==> src/rtl/core/opl_pkg.sv <==
// ----------------------------------------------------------------------------
// opl_pkg
// Shared types, sizes and codes for the ordered point list and its cells.
// ----------------------------------------------------------------------------
package opl_pkg;

   // list geometry
   localparam int CAPACITY   = 64;
   localparam int COORD_BITS = 16;
   localparam int POS_W      = $clog2(CAPACITY);
   localparam int LEN_W      = $clog2(CAPACITY + 1);

   // fixed field widths of the request and response items
   localparam int OPCODE_W   = 3;
   localparam int INDEX_W    = 6;
   localparam int STATUS_W   = 2;
   localparam int LIST_LEN_W = 7;

   // width wide enough to compare an index against the length
   localparam int CMP_W = (LEN_W > INDEX_W) ? LEN_W : INDEX_W;

   // opcodes
   localparam logic [OPCODE_W-1:0] OP_APPEND       = 3'd0;
   localparam logic [OPCODE_W-1:0] OP_INSERT       = 3'd1;
   localparam logic [OPCODE_W-1:0] OP_READ         = 3'd2;
   localparam logic [OPCODE_W-1:0] OP_REMOVE_INDEX = 3'd3;
   localparam logic [OPCODE_W-1:0] OP_REMOVE_MATCH = 3'd4;

   // status codes
   localparam logic [STATUS_W-1:0] ST_OK      = 2'd0;
   localparam logic [STATUS_W-1:0] ST_RANGE   = 2'd1;
   localparam logic [STATUS_W-1:0] ST_FULL    = 2'd2;
   localparam logic [STATUS_W-1:0] ST_MISSING = 2'd3;

   typedef struct packed {
      logic [COORD_BITS-1:0] x;
      logic [COORD_BITS-1:0] y;
   } point_type;

   // broadcast control from the top level to every cell
   typedef struct packed {
      logic             ins_en;        // write pt at pos, shift tail right
      logic             rem_idx_en;    // drop entry at pos, shift tail left
      logic             rem_match_en;  // drop first entry equal to pt
      logic [POS_W-1:0] pos;
      logic [LEN_W-1:0] length;
      point_type        pt;
   } cell_ctrl_type;

endpackage

==> src/rtl/core/opl_cell.sv <==
// ----------------------------------------------------------------------------
// opl_cell
// One list slot: holds a point, shifts with its neighbors on insert and
// remove, compares against the search point and drives the read bus.
// ----------------------------------------------------------------------------
module opl_cell
   import opl_pkg::*;
(
   input  logic          clock,
   input  logic [POS_W-1:0] my_pos,
   input  cell_ctrl_type ctrl,
   input  point_type     left_data,
   input  point_type     right_data,
   input  logic          found_in,
   output logic          found_out,
   output point_type     data_out,
   output point_type     rd_out
);

   point_type data_ff;
   point_type data_in;
   logic      valid;
   logic      hit;
   logic      shift_left;

   // match only against occupied slots
   assign valid     = LEN_W'(my_pos) < ctrl.length;
   assign hit       = valid && (data_ff == ctrl.pt);
   assign found_out = found_in | hit;

   assign shift_left = (ctrl.rem_idx_en && (my_pos >= ctrl.pos))
                     || (ctrl.rem_match_en && found_out);

   // select the next content of this slot
   always_comb begin
      data_in = data_ff;
      if (ctrl.ins_en) begin
         if (my_pos == ctrl.pos) begin
            data_in = ctrl.pt;
         end else if (my_pos > ctrl.pos) begin
            data_in = left_data;
         end
      end else if (shift_left) begin
         data_in = right_data;
      end
   end

   always_ff @(posedge clock) begin
      data_ff <= data_in;
   end

   assign data_out = data_ff;
   assign rd_out   = (my_pos == ctrl.pos) ? data_ff : '0;

endmodule

==> config.mk <==
export PLATFORM = sky130hd
export DESIGN_NAME = opl_cell
export DESIGN_NICKNAME = d
export VERILOG_FILES = /design/src/rtl/core/opl_pkg.sv /design/src/rtl/core/opl_cell.sv
export SDC_FILE = /design/constraint.sdc
export NUM_CORES = 1
export LEC_CHECK = 0
export ABC_AREA = 1
export BUFFER_PORTS_ARGS = -buffer_cell sky130_fd_sc_hd__buf_2
export CORE_MARGIN = 4
export CORE_UTILIZATION = 38
export CTS_CLUSTER_SIZE = 16
export DETAILED_ROUTE_END_ITERATION = 7
export GPL_TIMING_DRIVEN = 0
export PLACE_DENSITY = 0.73
export SYNTH_ARGS = -nofsm -noshare
export SYNTH_HDL_FRONTEND = slang
export SYNTH_SLANG_ARGS = --single-unit
export TNS_END_PERCENT = 100
==> constraint.sdc <==
create_clock -name clock -period 2.35 [get_ports clock]
set_input_delay 0.1175 -clock clock [delete_from_list [all_inputs] [get_ports clock]]
set_output_delay 0.1175 -clock clock [all_outputs]
set_load 0.01 [all_outputs]
# ---- Yosys cells after proc, flatten, opt, wreduce, memory -nomap -nowiden
# Cells that the tools add are included.
dict set report classes {
  mux 5
  reduce_logical 6
  n_eq_ne 3
  magnitude_cmp 3
  n_bitwise 1
}
# operator n
set ops {}
lappend ops {{two-way mux 32 bit} 5}
lappend ops {{equality test 32 bit} 1}
lappend ops {{less-than comparator 6 x 7 -> 1 bit} 1}
lappend ops {{equality test 6 bit} 1}
lappend ops {{greater-or-equal comparator 6 bit} 1}
lappend ops {{greater-than comparator 6 bit} 1}
lappend ops {{logical AND 1 bit} 3}
lappend ops {{inequality test 3 x 1 -> 1 bit (second input constant)} 1}
lappend ops {{AND reduction 2 bit} 1}
lappend ops {{nonzero test 2 bit} 1}
lappend ops {{logical OR 1 bit} 1}
lappend ops {{OR 1 bit} 1}
dict set report totals {
  ff_bits 32
  out_inout_bits 65
}

# ---- Longest topological paths before layout
dict set report depth {
  ltp_word 7
  mapped_depth 11
  depth_no_buf 11
}

# ---- Worst setup path before layout
# No wires, ideal clock.
dict set report synth_timing {
  path_kind {flip-flop to flip-flop}
  startpoint {register data_ff (netlist bit data_out[7])}
  endpoint {register data_ff (netlist bit data_out[0]), enable pin}
  t_arrival_ns 1.829
  t_required_ns 1.961
  stages_incl_launch_ff 10
  n_path_buf 0
  slack_ns 0.132
  path_cell_list {edfxtp_1 nand2_1 nand2_1 nor2_1 nand2_1 nor2_1 nand3_1 o21bai_2 nand2_1 nand2_1}
}
dict set report synth_between {
  elab_chain_len 7
}
# element line
set synth_lines {}
lappend synth_lines {{from (decl)} opl_cell.sv:20} ;# point_type data_ff;
lappend synth_lines {{from (signal assigned)} opl_cell.sv:49} ;# data_ff <= data_in;
lappend synth_lines {{equality test 32 bit} opl_cell.sv:28} ;# assign hit = valid && (data_ff == ctrl.pt);
lappend synth_lines {{logical AND 1 bit} opl_cell.sv:28}
lappend synth_lines {{OR 1 bit} opl_cell.sv:29} ;# assign found_out = found_in | hit;
lappend synth_lines {{via found_out} opl_cell.sv:15} ;# output logic found_out,
lappend synth_lines {{logical AND 1 bit} opl_cell.sv:32} ;# || (ctrl.rem_match_en && found_out);
lappend synth_lines {{logical OR 1 bit} opl_cell.sv:32}
lappend synth_lines {{nonzero test 2 bit (no source line)} n/a}
lappend synth_lines {{AND reduction 2 bit (no source line)} n/a}
# The timed path passes the listed nets, and every way through them passes these cells.
# A chain may end at the register's enable or synchronous reset.

# ---- Worst setup path in the final report
dict set report layout_timing {
  startpoint {register data_ff (netlist bit data_out[29])}
  endpoint {register data_ff (netlist bit data_out[10]), enable pin}
}
dict set report layout_between {
  elab_chain_len 7
}
# element line
set layout_lines {}
lappend layout_lines {{equality test 32 bit} opl_cell.sv:28}
lappend layout_lines {{logical AND 1 bit} opl_cell.sv:28}
lappend layout_lines {{OR 1 bit} opl_cell.sv:29}
lappend layout_lines {{logical AND 1 bit} opl_cell.sv:32}
lappend layout_lines {{logical OR 1 bit} opl_cell.sv:32}
lappend layout_lines {{nonzero test 2 bit (no source line)} n/a}
lappend layout_lines {{AND reduction 2 bit (no source line)} n/a}
# No other way between the ends.

==> metrics.md <==
| Metric | Value |
|---|---|
| Outcome | `complete, no violations` |
| Crit path max-delay family | `simple AND/OR/NAND/NOR gates` |
| Clock sinks | `32` |
| Initial antenna violation count | `0` |
| Clock skew | `0.00931 ns` |
| Final period utilization | `0.918` |
| Most frequent cells in the layout | `buf_2, nand2_1, nor2_1, inv_1, a21oi_1` |
| Vias in the first global route | `3213` |
| Max reg flops | `32` |
| Critical Path RT | `2.28 ns` |
| Worst Max-Slew Pin Slew | `a little under 0.6 ns` |
| #FFs+latches synth | `32` |
| Cell area after layout | `between 3000 and 4000 um2` |
| Static Leak | `2.25 nW` |
| Sequential area share after synthesis | `0.339` |
| Die Area | `slightly below 9000 um2` |
| Vias per inst | `4.62` |
| Post-layout util | `0.546` |
| Area growth, synth to finish | `39.6%` |
| Worst path max stage delay | `0.42 ns` |
| Worst relative slew slack | `0.609` |
| Worst path slowest cell | `edfxtp_1` |
| Clock Tree Root | `clkbuf_8` |
| Fill count | `770` |
| Synth top area share | `0.339` |
| Reg clk slew, reported paths | `around 0.070 ns` |
| Hold Vio Cnt, Final | `0` |
| Fin. max-slew vios | `0` |
| Clk buf depth | `2` |
| Residual DRC | `0` |
| Mapped Cells | `between 400 and 500` |
| Starting Density | `0.391` |
| DRT Pass-1 Iters | `5` |
| Achievable Freq | `about 460 MHz` |
| Pwr Total | `0.00191 W` |
| Area contributors post-synth | `edfxtp_1, nand2_1, nor2_1` |
| Die height | `approximately 94 um` |
| Crit path kind | `flip-flop to flip-flop` |
| Detail Placement HPWL | `roughly 8000 um` |
| Row Count | `31` |
| Total Wirelength | `10100 um` |
| CTS tree | `done` |
| CP Capture Type | `flip-flop` |
| Largest area contributor in the netlist | `edfxtp_1` |
| First DRT Iteration DRCs | `between 100 and 150` |
| Mapped Area | `2840 um2` |
| Pwr/cell area | `483 nW/um2` |
| Core area | `7250 um2` |
| Final Wtd Congestion | `0.803` |
| CP most frequent cell | `nand2_1` |
| Commonest non-fill, non-tap cell in the layout | `buf_2` |
| Layout Nets | `756` |
| Routed length per placed instance | `14.0 um` |
| Setup TNS | `0 ns` |
| YS warnings | `0` |
| Worst Path Max Fanout | `32` |
| Placed cell area | `approximately 3900 um2` |
| Share of layout cells above drive strength 1 | `0.363` |
| # diodes | `0` |
| VDD IR max | `192 uV` |
| IO buf count | `183` |
| Distinct cell type count after synthesis | `21` |
| Top-level I/O count | `about 190` |
| Skew-Pair Late Insertion Delay | `0.28 ns` |
| Die W | `94.4 um` |
| Mean Syn Cell Area | `6.52 um2` |
| Multi-input gate area | `1490 um2` |
| GRT overflow | `0` |
| RSZ-0062 raised after global routing | `false` |
| Worst Path Buf+Inv | `0` |
| Crit-path cells | `xnor2_1 -> nand2_1 -> nor2_1 -> nand4_1 -> o21bai_2 -> nand2_1 -> nand2_4` |
| Crit path arrival time | `2.09 ns` |
| Final setup viols | `0` |
| Register area | `around 960 um2` |
| Via count | `3348` |
| Startpoint Class | `flip-flop` |
| Post-Synthesis Net Count | `between 500 and 600` |
| Worst hold path class | `input pin to flip-flop` |
| DP Worst Slack | `-0.463 ns` |
| Min cycle time layout | `2.16 ns` |
| Clock buffer count from CTS | `5` |
| Max Cap Viol | `0` |
| Post-route ant nets | `0` |
| Largest net degree at the start of global routing | `33` |
| H-tree levels | `2` |
| Global-route wire length before repair | `15200 um` |
| Overall global routing resource usage | `0.220` |
| Final Worst Setup Slack | `0.192 ns` |
[report_power, final]
part           leakage [nW]  internal, W  switching [W]  total [W]
logic                  1.89     0.000274       0.000404   0.000678
registers             0.311     0.000755      0.0000719   0.000827
clock network        0.0410     0.000201       0.000209   0.000410
[cell usage after synthesis]
| library cell | count |
|---|---|
| nand3_1 | 2 |
| inv_1 | 74 |
| nor2_2 | 1 |
| xnor2_1 | 3 |
| o21ai_1 | 1 |
| inv_2 | 1 |
| clkbuf_1 | 4 |
| nand3_2 | 1 |
| edfxtp_1 | 32 |
| xor2_1 | 1 |
| a21oi_1 | 47 |
| buf_6 | 6 |
| nand2_1 | 130 |
| ha_1 | 11 |
| buf_2 | 7 |
| o21bai_2 | 1 |
| o21ai_0 | 6 |
| a21oi_2 | 20 |
| nor2_1 | 85 |
| o2111ai_1 | 1 |
| nand4_1 | 1 |
[layer usage]
layer,track usage,vias to the layer above,share of wire
li1,-,1727,-
met1,0.277,1473,0.41
met2,0.397,142,0.50
met3,0.0398,6,0.082
met4,0.0337,0,0.0047
met5,0,-,0
[worst min-delay path: stages]
cell,delay [ns]
buf_2,0.07
nor2_1,0.03
a21oi_1,0.10
[worst paths after layout]
check        slack (ns)            to  depth (start not counted)           from
max                0.19  data_out[10]                          7   data_out[29]
min                0.15   data_out[3]                          3  right_data[3]
max reg2reg        0.19  data_out[10]                          7   data_out[29]
min reg2reg        1.40   data_out[4]                          9   data_out[25]
[area by class of cell]
type,count,share of cell area
buffer,17,0.0297
clock buffer,6,0.0183
clock inverter,1,0.00126
inverter,75,0.0710
multi-input combinational,311,0.375
sequential,32,0.243
tap,99,0.0313
timing repair buffer,183,0.231
[logic make-up (layout without fill, tap and decap cells)]
kind of cell | count (synthesis) | in the layout | share of synthesized area
and+or+nand+nor | 220 | 220 | 0.296
adders and majority gates | 11 | 11 | 0.0485
buffers and inverters | 92 | 282 | 0.141
DFF | 32 | 32 | 0.339
AOI/OAI and AO/OA | 76 | 76 | 0.164
xor gates and xnor gates | 4 | 4 | 0.0123
[stage by stage]
stage | hold slack [ns] | cells
finish | 0.154 | 724
global placement | 0.432 | 717
CTS | 0.144 | 724
global route | 0.152 | 724
floorplan | 0.342 | 435
detailed placement | 0.438 | 717
[repair_timing]
item / in CTS / in global routing
buffers inserted: 0 / 0
resized for setup: 2 / 0
hold buffers: 0 / 0
setup endpoints to repair: 32 / 0
(Power assumes the default switching activity.)
